<file path="src/design/xorshift_bounded_random_range_macros.svh">
// Assertion macros used by the range generator datapath.
`ifndef XORSHIFT_BOUNDED_RANDOM_RANGE_MACROS_SVH
`define XORSHIFT_BOUNDED_RANDOM_RANGE_MACROS_SVH

`ifndef SYNTHESIS

// Check an implication or a plain property on every rising clock edge out of reset.
`define XBR_ASSERT(lbl, clk, rstn, prop) \
	lbl: assert property (@(posedge clk) disable iff (!rstn) (prop)) \
		else $error("xbr assertion failed");

// Check that a condition never holds out of reset.
`define XBR_NEVER(lbl, clk, rstn, cond) \
	lbl: assert property (@(posedge clk) disable iff (!rstn) !(cond)) \
		else $error("xbr forbidden condition seen");

`else

`define XBR_ASSERT(lbl, clk, rstn, prop)
`define XBR_NEVER(lbl, clk, rstn, cond)

`endif

`endif

</file>
<file path="src/design/xbr_pkg.sv">
package xbr_pkg;

	localparam int unsigned DATA_W = 32;
	localparam int unsigned ADDR_W = 3;
	localparam int unsigned CNT_W  = 5;

	localparam logic [DATA_W-1:0] SEED_RESET = 32'h0000_0001;
	localparam logic [DATA_W-1:0] DRAW_MAX   = 32'hFFFF_FFFF;
	localparam logic [DATA_W-1:0] SIGN_FLIP  = 32'h8000_0000;
	localparam logic [CNT_W-1:0]  DIV_LAST   = 5'd31;

	// Register index as decoded from paddr[2]
	localparam logic REG_SEED = 1'b0;

	typedef enum logic [1:0] {
		RES_BAD,
		RES_RAW,
		RES_DIV
	} res_sel_t;

	typedef enum logic [3:0] {
		ST_IDLE,
		ST_CHECK,
		ST_DIV_B,
		ST_LIMIT,
		ST_DRAW,
		ST_TEST,
		ST_DIV_R,
		ST_DONE_BAD,
		ST_DONE_RAW,
		ST_DONE_DIV
	} state_t;

	typedef struct packed {
		logic     load_in;
		logic     step_gen;
		logic     div_start_span;
		logic     div_start_draw;
		logic     latch_limit;
		logic     out_load;
		res_sel_t out_sel;
	} dp_cmd_t;

	typedef struct packed {
		logic bad;
		logic span_zero;
		logic div_busy;
		logic draw_ok;
		logic out_free;
	} dp_sts_t;

	// One xorshift32 step
	function automatic logic [DATA_W-1:0] xorshift(input logic [DATA_W-1:0] x);
		logic [DATA_W-1:0] s;
		s = x;
		s = s ^ (s << 13);
		s = s ^ (s >> 17);
		s = s ^ (s << 5);
		return s;
	endfunction

endpackage

</file>
<file path="src/design/xbr_ctrl.sv">
module xbr_ctrl (
	input  logic              clk,
	input  logic              arst_n,
	input  logic              in_valid,
	output logic              in_ready,
	input  xbr_pkg::dp_sts_t  sts,
	output xbr_pkg::dp_cmd_t  cmd
);

	xbr_pkg::state_t state_q;
	xbr_pkg::state_t state_d;

	always_ff @(posedge clk or negedge arst_n) begin
		if (!arst_n) begin
			state_q <= xbr_pkg::ST_IDLE;
		end else begin
			state_q <= state_d;
		end
	end

	always_comb begin
		state_d            = state_q;
		in_ready           = 1'b0;
		cmd.load_in        = 1'b0;
		cmd.step_gen       = 1'b0;
		cmd.div_start_span = 1'b0;
		cmd.div_start_draw = 1'b0;
		cmd.latch_limit    = 1'b0;
		cmd.out_load       = 1'b0;
		cmd.out_sel        = xbr_pkg::RES_DIV;
		case (state_q)
			xbr_pkg::ST_IDLE: begin
				in_ready = 1'b1;
				if (in_valid) begin
					cmd.load_in = 1'b1;
					state_d     = xbr_pkg::ST_CHECK;
				end
			end
			xbr_pkg::ST_CHECK: begin
				if (sts.bad) begin
					state_d = xbr_pkg::ST_DONE_BAD;
				end else if (sts.span_zero) begin
					cmd.step_gen = 1'b1;
					state_d      = xbr_pkg::ST_DONE_RAW;
				end else begin
					cmd.div_start_span = 1'b1;
					state_d            = xbr_pkg::ST_DIV_B;
				end
			end
			xbr_pkg::ST_DIV_B: begin
				if (!sts.div_busy) begin
					state_d = xbr_pkg::ST_LIMIT;
				end
			end
			xbr_pkg::ST_LIMIT: begin
				cmd.latch_limit = 1'b1;
				state_d         = xbr_pkg::ST_DRAW;
			end
			xbr_pkg::ST_DRAW: begin
				cmd.step_gen = 1'b1;
				state_d      = xbr_pkg::ST_TEST;
			end
			xbr_pkg::ST_TEST: begin
				// redraw in place until the draw falls below the limit
				if (sts.draw_ok) begin
					cmd.div_start_draw = 1'b1;
					state_d            = xbr_pkg::ST_DIV_R;
				end else begin
					cmd.step_gen = 1'b1;
				end
			end
			xbr_pkg::ST_DIV_R: begin
				if (!sts.div_busy) begin
					state_d = xbr_pkg::ST_DONE_DIV;
				end
			end
			xbr_pkg::ST_DONE_BAD: begin
				cmd.out_sel = xbr_pkg::RES_BAD;
				if (sts.out_free) begin
					cmd.out_load = 1'b1;
					state_d      = xbr_pkg::ST_IDLE;
				end
			end
			xbr_pkg::ST_DONE_RAW: begin
				cmd.out_sel = xbr_pkg::RES_RAW;
				if (sts.out_free) begin
					cmd.out_load = 1'b1;
					state_d      = xbr_pkg::ST_IDLE;
				end
			end
			xbr_pkg::ST_DONE_DIV: begin
				cmd.out_sel = xbr_pkg::RES_DIV;
				if (sts.out_free) begin
					cmd.out_load = 1'b1;
					state_d      = xbr_pkg::ST_IDLE;
				end
			end
			default: begin
				state_d = xbr_pkg::ST_IDLE;
			end
		endcase
	end

endmodule

</file>
<file path="src/design/xbr_dp.sv">
`include "xorshift_bounded_random_range_macros.svh"

module xbr_dp (
	input  logic                       clk,
	input  logic                       arst_n,
	input  xbr_pkg::dp_cmd_t           cmd,
	output xbr_pkg::dp_sts_t           sts,
	input  logic [xbr_pkg::DATA_W-1:0] in_lower,
	input  logic [xbr_pkg::DATA_W-1:0] in_upper,
	input  logic                       seed_load,
	input  logic [xbr_pkg::DATA_W-1:0] seed_value,
	output logic                       out_valid,
	input  logic                       out_ready,
	output logic [xbr_pkg::DATA_W-1:0] out_value,
	output logic                       out_bad
);

	localparam int unsigned W = xbr_pkg::DATA_W;

	logic [W-1:0] lo_q, hi_q, span_q, gen_q, limit_q, buckets_q;
	logic [W-1:0] rem_q, quo_q, dvs_q;
	logic [xbr_pkg::CNT_W-1:0] cnt_q;
	logic         busy_q;
	logic [W-1:0] value_q;
	logic         bad_q, out_valid_q;
	logic [W-1:0] span_c, res_c;
	logic [W:0]   trial_c;
	logic [W:0]   shifted_c;

	assign span_c = hi_q - lo_q + {{(W-1){1'b0}}, 1'b1};

	always_ff @(posedge clk) begin
		if (cmd.load_in) begin
			lo_q <= in_lower;
			hi_q <= in_upper;
		end
		span_q <= span_c;
		if (cmd.latch_limit) begin
			buckets_q <= quo_q;
			limit_q   <= quo_q * span_q;
		end
	end

	// Generator state
	always_ff @(posedge clk or negedge arst_n) begin
		if (!arst_n) begin
			gen_q <= xbr_pkg::SEED_RESET;
		end else if (seed_load) begin
			gen_q <= seed_value;
		end else if (cmd.step_gen) begin
			gen_q <= xbr_pkg::xorshift(gen_q);
		end
	end

	// Restoring divider, one quotient bit per cycle
	assign shifted_c = {rem_q, quo_q[W-1]};
	assign trial_c   = shifted_c - {1'b0, dvs_q};

	always_ff @(posedge clk or negedge arst_n) begin
		if (!arst_n) begin
			busy_q <= 1'b0;
			cnt_q  <= '0;
		end else if (cmd.div_start_span || cmd.div_start_draw) begin
			busy_q <= 1'b1;
			cnt_q  <= '0;
		end else if (busy_q) begin
			cnt_q <= cnt_q + {{(xbr_pkg::CNT_W-1){1'b0}}, 1'b1};
			if (cnt_q == xbr_pkg::DIV_LAST) begin
				busy_q <= 1'b0;
			end
		end
	end

	always_ff @(posedge clk) begin
		if (cmd.div_start_span) begin
			rem_q <= '0;
			quo_q <= xbr_pkg::DRAW_MAX;
			dvs_q <= span_c;
		end else if (cmd.div_start_draw) begin
			rem_q <= '0;
			quo_q <= gen_q;
			dvs_q <= buckets_q;
		end else if (busy_q) begin
			if (!trial_c[W]) begin
				rem_q <= trial_c[W-1:0];
				quo_q <= {quo_q[W-2:0], 1'b1};
			end else begin
				rem_q <= shifted_c[W-1:0];
				quo_q <= {quo_q[W-2:0], 1'b0};
			end
		end
	end

	always_comb begin
		case (cmd.out_sel)
			xbr_pkg::RES_BAD: res_c = lo_q;
			xbr_pkg::RES_RAW: res_c = gen_q + lo_q;
			xbr_pkg::RES_DIV: res_c = quo_q + lo_q;
			default:          res_c = lo_q;
		endcase
	end

	// Output register: holds one result while the next item is taken
	always_ff @(posedge clk or negedge arst_n) begin
		if (!arst_n) begin
			out_valid_q <= 1'b0;
		end else if (cmd.out_load) begin
			out_valid_q <= 1'b1;
		end else if (out_ready) begin
			out_valid_q <= 1'b0;
		end
	end

	always_ff @(posedge clk) begin
		if (cmd.out_load) begin
			value_q <= res_c;
			bad_q   <= (cmd.out_sel == xbr_pkg::RES_BAD);
		end
	end

	assign out_valid = out_valid_q;
	assign out_value = value_q;
	assign out_bad   = bad_q;

	assign sts.bad       = (hi_q ^ xbr_pkg::SIGN_FLIP) < (lo_q ^ xbr_pkg::SIGN_FLIP);
	assign sts.span_zero = (span_c == '0);
	assign sts.div_busy  = busy_q;
	assign sts.draw_ok   = gen_q < limit_q;
	assign sts.out_free  = !out_valid_q || out_ready;

	`XBR_NEVER(a_start_busy, clk, arst_n, (cmd.div_start_span || cmd.div_start_draw) && busy_q)
	`XBR_ASSERT(a_draw_below, clk, arst_n, cmd.div_start_draw |-> gen_q < limit_q)
	`XBR_ASSERT(a_load_free, clk, arst_n, cmd.out_load |-> (!out_valid_q || out_ready))
	`XBR_ASSERT(a_div_nonzero, clk, arst_n, $rose(busy_q) |-> dvs_q != '0)

endmodule

</file>
<file path="src/design/xorshift_bounded_random_range.sv">
// Sequence: bad bounds or the full span go from the check straight to the output; other requests
// pass the span division, limit, draw loop (one redraw per rejected draw) and draw division,
// both on the shared bit-serial divider. One item at a time: a new request is taken once the
// previous one has left the controller.
// Reset (arst_n, asynchronous, active low): generator state and seed go to 1, the
// controller returns to idle and no result is pending.
module xorshift_bounded_random_range (
	input  logic                        clk,
	input  logic                        arst_n,
	// APB configuration port
	input  logic                        psel,
	input  logic                        penable,
	input  logic                        pwrite,
	input  logic [xbr_pkg::ADDR_W-1:0]  paddr,
	input  logic [xbr_pkg::DATA_W-1:0]  pwdata,
	output logic [xbr_pkg::DATA_W-1:0]  prdata,
	output logic                        pready,
	// request stream
	input  logic                        s_tvalid,
	output logic                        s_tready,
	input  logic [2*xbr_pkg::DATA_W-1:0] s_tdata,  // [31:0] lower_bound, [63:32] upper_bound
	// result stream
	output logic                        m_tvalid,
	input  logic                        m_tready,
	output logic [xbr_pkg::DATA_W-1:0]  m_tdata,   // [31:0] value
	output logic [0:0]                  m_tuser    // [0] bad_bounds
);

	localparam int unsigned W = xbr_pkg::DATA_W;

	xbr_pkg::dp_cmd_t cmd;
	xbr_pkg::dp_sts_t sts;

	logic         seed_wr;
	logic [W-1:0] seed_q;

	// The register file has a single entry; paddr[2] selects the register index, so
	// a write to any address of a higher index is dropped.
	assign pready  = 1'b1;
	assign seed_wr = psel && penable && pwrite && pready && (paddr[2] == xbr_pkg::REG_SEED);

	always_ff @(posedge clk or negedge arst_n) begin
		if (!arst_n) begin
			seed_q <= xbr_pkg::SEED_RESET;
		end else if (seed_wr) begin
			seed_q <= pwdata;
		end
	end

	// Read back the seed; other addresses read as zero
	assign prdata = (paddr[2] == xbr_pkg::REG_SEED) ? seed_q : '0;

	// Controller: sequences check, span division, limit, draw loop, draw division and
	// the output transfer
	xbr_ctrl u_ctrl (
		.clk      (clk),
		.arst_n   (arst_n),
		.in_valid (s_tvalid),
		.in_ready (s_tready),
		.sts      (sts),
		.cmd      (cmd)
	);

	// Datapath: generator, shared divider, limit multiply and output register. A seed
	// write reloads the generator state directly.
	xbr_dp u_dp (
		.clk        (clk),
		.arst_n     (arst_n),
		.cmd        (cmd),
		.sts        (sts),
		.in_lower   (s_tdata[W-1:0]),
		.in_upper   (s_tdata[2*W-1:W]),
		.seed_load  (seed_wr),
		.seed_value (pwdata),
		.out_valid  (m_tvalid),
		.out_ready  (m_tready),
		.out_value  (m_tdata),
		.out_bad    (m_tuser[0])
	);

endmodule

</file>
<file path="config.mk">
export PLATFORM = sky130hd
export DESIGN_NAME = xorshift_bounded_random_range
export DESIGN_NICKNAME = d
export VERILOG_FILES = /design/src/design/xbr_pkg.sv /design/src/design/xbr_ctrl.sv /design/src/design/xbr_dp.sv /design/src/design/xorshift_bounded_random_range.sv
export VERILOG_INCLUDE_DIRS = /design/src /design/src/design
export SDC_FILE = /design/constraint.sdc
export NUM_CORES = 2
export LEC_CHECK = 0
export BUFFER_PORTS_ARGS = -buffer_cell sky130_fd_sc_hd__buf_2
export CORE_MARGIN = 3
export CORE_UTILIZATION = 30
export CTS_CLUSTER_DIAMETER = 60
export DETAILED_ROUTE_END_ITERATION = 16
export GPL_ROUTABILITY_DRIVEN = 1
export SLEW_MARGIN = 15
export SYNTH_ARGS = -nofsm -noshare
export SYNTH_HDL_FRONTEND = slang
export SYNTH_SLANG_ARGS = --single-unit
</file>
<file path="constraint.sdc">
create_clock -name clk -period 16.45 [get_ports clk]
set_clock_uncertainty 0.1 [all_clocks]
set_input_delay 0.8225 -clock clk [delete_from_list [all_inputs] [get_ports clk]]
set_output_delay 0.8225 -clock clk [all_outputs]
set_load 0.005 [all_outputs]
</file>
==> metrics.md <==
| Metric | Value |
|---|---|
| Starting Density | 30.3% |
| Clock Pin Slew Worst Setup and Hold Paths | around 0.06 ns |
| Die area | ~130000 µm² |
| Setup tns final | 0 ns |
| Hold buffer count at cts | 1 |
| Post-Route Utilization | 33.4% |
| Multi-input logic area | between 20000 and 30000 µm² |
| Slew Limit Fails | 0 |
| Syn Nets | 4862 |
| Post-route DRC violation count | 0 |
| R2R setup slack | 8.48 ns |
| Avg Vias per Cell | 4.91 |
| CTS buffer count | 41 |
| TritonCTS clock tree | yes |
| Final setup viols | 0 |
| Crit path time final | 7.97 ns |
| Hpwl dp | 80500 µm |
| Port-buffer cells | 170 |
| Critical path arrival | 8.17 ns |
| CTS Buffer Depth | 3 |
| Largest net degree at the start of global routing | between 90 and 100 |
| RSZ-0062 raised after global routing | false |
| Max stage delay on crit path | 1.07 ns |
| Cells after DPL | 5723 |
| Detail Route Antenna Nets | 0 |
| Site Rows | 130 |
| Post-synthesis async set-or-reset flop share | 20.6% |
| Max Fclk | 126 MHz |
| Min-delay src | s_tdata[55] |
| Worst skew pair latency | between 0.5 and 0.6 ns |
| Flops & latches, synth | between 300 and 400 |
| Post-synthesis simple-gate area fraction | 17.2% |
| Mapped Cells | a little over 4000 |
| Via count | 28500 |
| Final Non-Filler Cells | 5801 |
| H-tree levels | 2 |
| GPL Wtd Cong | approximately 0.87 |
| Most frequent cells in the layout | inv_1 (563), nand2_1 (522), fa_1 (426) |
| CP Data Required Time | 16.65 ns |
| Fillers | between 10000 and 15000 |
| R2r startpoint | u_dp.span_q[7]$_DFF_P_ |
| Die width | 362 µm |
| Register-to-Register Path Depth | 22 |
| Worst Path Max Fanout | 25 |
| Main synth FF type | edfxtp_1 |
| Final Cycle Share | 48.4% |
| CTS-repair resized insts | 0 |
| Slew headroom | 18.1% |
| Number of synthesized flops with an enable pin | 193 |
| Final global-route overflow total | 0 |
| First-pass GRT wire length | 170000 µm |
| Root Driver | clkbuf_16 |
| Hold Path Cell Cnt | 1 |
| Routed wire length | approximately 110000 µm |
| Critical Path Source | u_dp.span_q[7]$_DFF_P_ |
| Setup Buffers After CTS | 0 |
| Total track usage | 16.3% |
| Sequential area share after synthesis | about 25% |
| Layout cells sized above 1 | approximately a tenth |
| Slew @ Worst Pin | 1.21 ns |
| Yosys Warn Count | 0 |
| Die height | 362 µm |
| Proportion of synthesized area in mux cells | 3.51% |
| Netlist cell types | 90 |
| Register area | just under 10000 µm² |
| Sink Count | 364 |
| Critical path class | reg2reg |
| Crit path max-delay family | adder cells |
| Maxcap violations | 0 |
| Slowest cell on crit path | dfxtp_1 |
| Synth Cell Area | ~38000 µm² |
| Fin nets | between 4000 and 5000 |
| Vias in the first global route | 29300 |
| Routed WL per cell | 18.5 µm |
| Core footprint | about 130000 µm² |
| Crit. path cell count | 22 |
| Syn avg cell area | 9.42 µm² |
| Largest family of logic cells by synthesized area | adder cells |
| P&R area growth vs syn | 10.5% |
| Hold Crit Class | in2reg |
| Initial antenna violation count | 5 |
| Outcome | completed |
| Drt pass-1 iters | 5 |
| Compound-cell area share of the yosys netlist | 9.53% |
| CP bufs+invs | 4 |
| Startpoint Class | flop |
| DRT iter0 DRCs | 2051 |
| Worst path cell trace | and2_1 > fa_1 > fa_1 > fa_1 > inv_1 > fa_1 > inv_1 > fa_1 > inv_1 > fa_1 > inv_1 > fa_1 > fa_1 > ha_1 > o2111ai_1 > a21boi_0 > o21ai_0 > o31ai_1 > a31oi_1 > o2111ai_1 > a21oi_1 > xnor2_1 |
| Most common cell on crit path | fa_1 |
| Post-Synth XOR/XNOR Area | a little over 5% |
| Fraction of the mapped netlist area in adder cells | 31.7% |
| Setup crit end kind | flop |
| Top Ports | 174 |
| Commonest non-fill, non-tap cell in the layout | inv_1 |
| Final Hold Vio Count | 0 |
-- flip-flops by register name, summed over array words and instances (netlist names), 4 cells and up --
name	count
seed_q	32
u_dp.buckets_q	32
u_dp.dvs_q	32
u_dp.gen_q	32
u_dp.hi_q	32
u_dp.limit_q	32
u_dp.lo_q	32
u_dp.out_value	32
u_dp.quo_q	32
u_dp.rem_q	32
u_dp.span_q	32
u_dp.cnt_q	5
u_ctrl.state_q	4
-- through the flow --
step | cell area (µm²) | hold slack [ns] | setup slack [ns]
final | 42100 | 0.305 | 8.48
after global routing | 42100 | 0.282 | 8.08
after CTS | 42100 | 0.272 | 8.54
after detailed placement | 40700 | 0.348 | 8.58
after global placement | 40700 | 0.345 | 8.63
after floorplan | 38100 | 0.306 | 9.51
-- cells by family after synthesis --
family,Yosys count
AND/OR/NAND/NOR,1317
buffers and inverters,763
adder cells (fa/ha/maj),711
AO/OA/AOI/OAI,551
flip-flops,364
XOR/XNOR,222
multiplexers,116
other,1
-- cell type report --
type,count,share of cell area [%]
multi-input cells,2918,60.9
flip-flops and latches,364,22.8
inverters,564,5.03
well taps,1650,4.90
repair buffers,228,3.07
clock buffers,55,2.71
clock inverters,21,0.630
diodes,1,0.00594
-- routing by layer --
metal / GRT usage (%) / vias to the layer above / wire length, µm
met4: 4.05 / 0 / 2710
met1: 21.9 / 14300 / 47400
met5: 0 / - / 0
met2: 28.1 / 743 / 51800
met3: 1.84 / 169 / 5450
li1: - / 13300 / -
-- path summary, 6_finish.rpt --
check	to
worst min-delay path	u_dp.hi_q[23]$_DFFE_PP_
max in group asynchronous	u_dp.busy_q$_DFF_PN0_
worst max register to register	u_dp.limit_q[31]$_DFFE_PP_
worst min register to register	seed_q[0]$_DFFE_PN1P_
worst max-delay path	u_dp.limit_q[31]$_DFFE_PP_
min in group asynchronous	seed_q[29]$_DFFE_PN0P_
-- cells in the mapped netlist, drive strengths merged (7+ instances only) --
master   count  share of area [%]
nor3        56               0.74
or2          8               0.13
o21ai      121                1.6
o311ai      30               0.69
clkbuf     176                1.7
nand3       62               0.83
a211o        8               0.18
nor2b       57               0.94
dfxtp       96                5.0
nand2b      25               0.41
o21bai      20               0.39
a21boi       9               0.18
nand4b       7               0.16
o2111ai      9               0.21
a21o        42               0.83
mux2i       49                1.3
xor2        70                1.6
a211oi      47               0.94
nand3b      11               0.22
edfxtp     193                 15
o21a        22               0.43
nor2       131                1.3
dfrtp       73                4.8
a31oi       17               0.30
xnor2      152                3.5
buf         23               0.41
mux2        67                2.2
nor4        10               0.18
and3        10               0.16
nand4       13               0.21
or3         15               0.25
a21oi      148                1.9
fa         426                 22
nand2      522                5.1
and2       366                6.0
ha         285                9.4
o211ai      18               0.37
inv        564                5.6
Power is left out: the tool's default activity adds up to more than one toggle a clock period on the data nets, which glitch-free logic cannot reach.
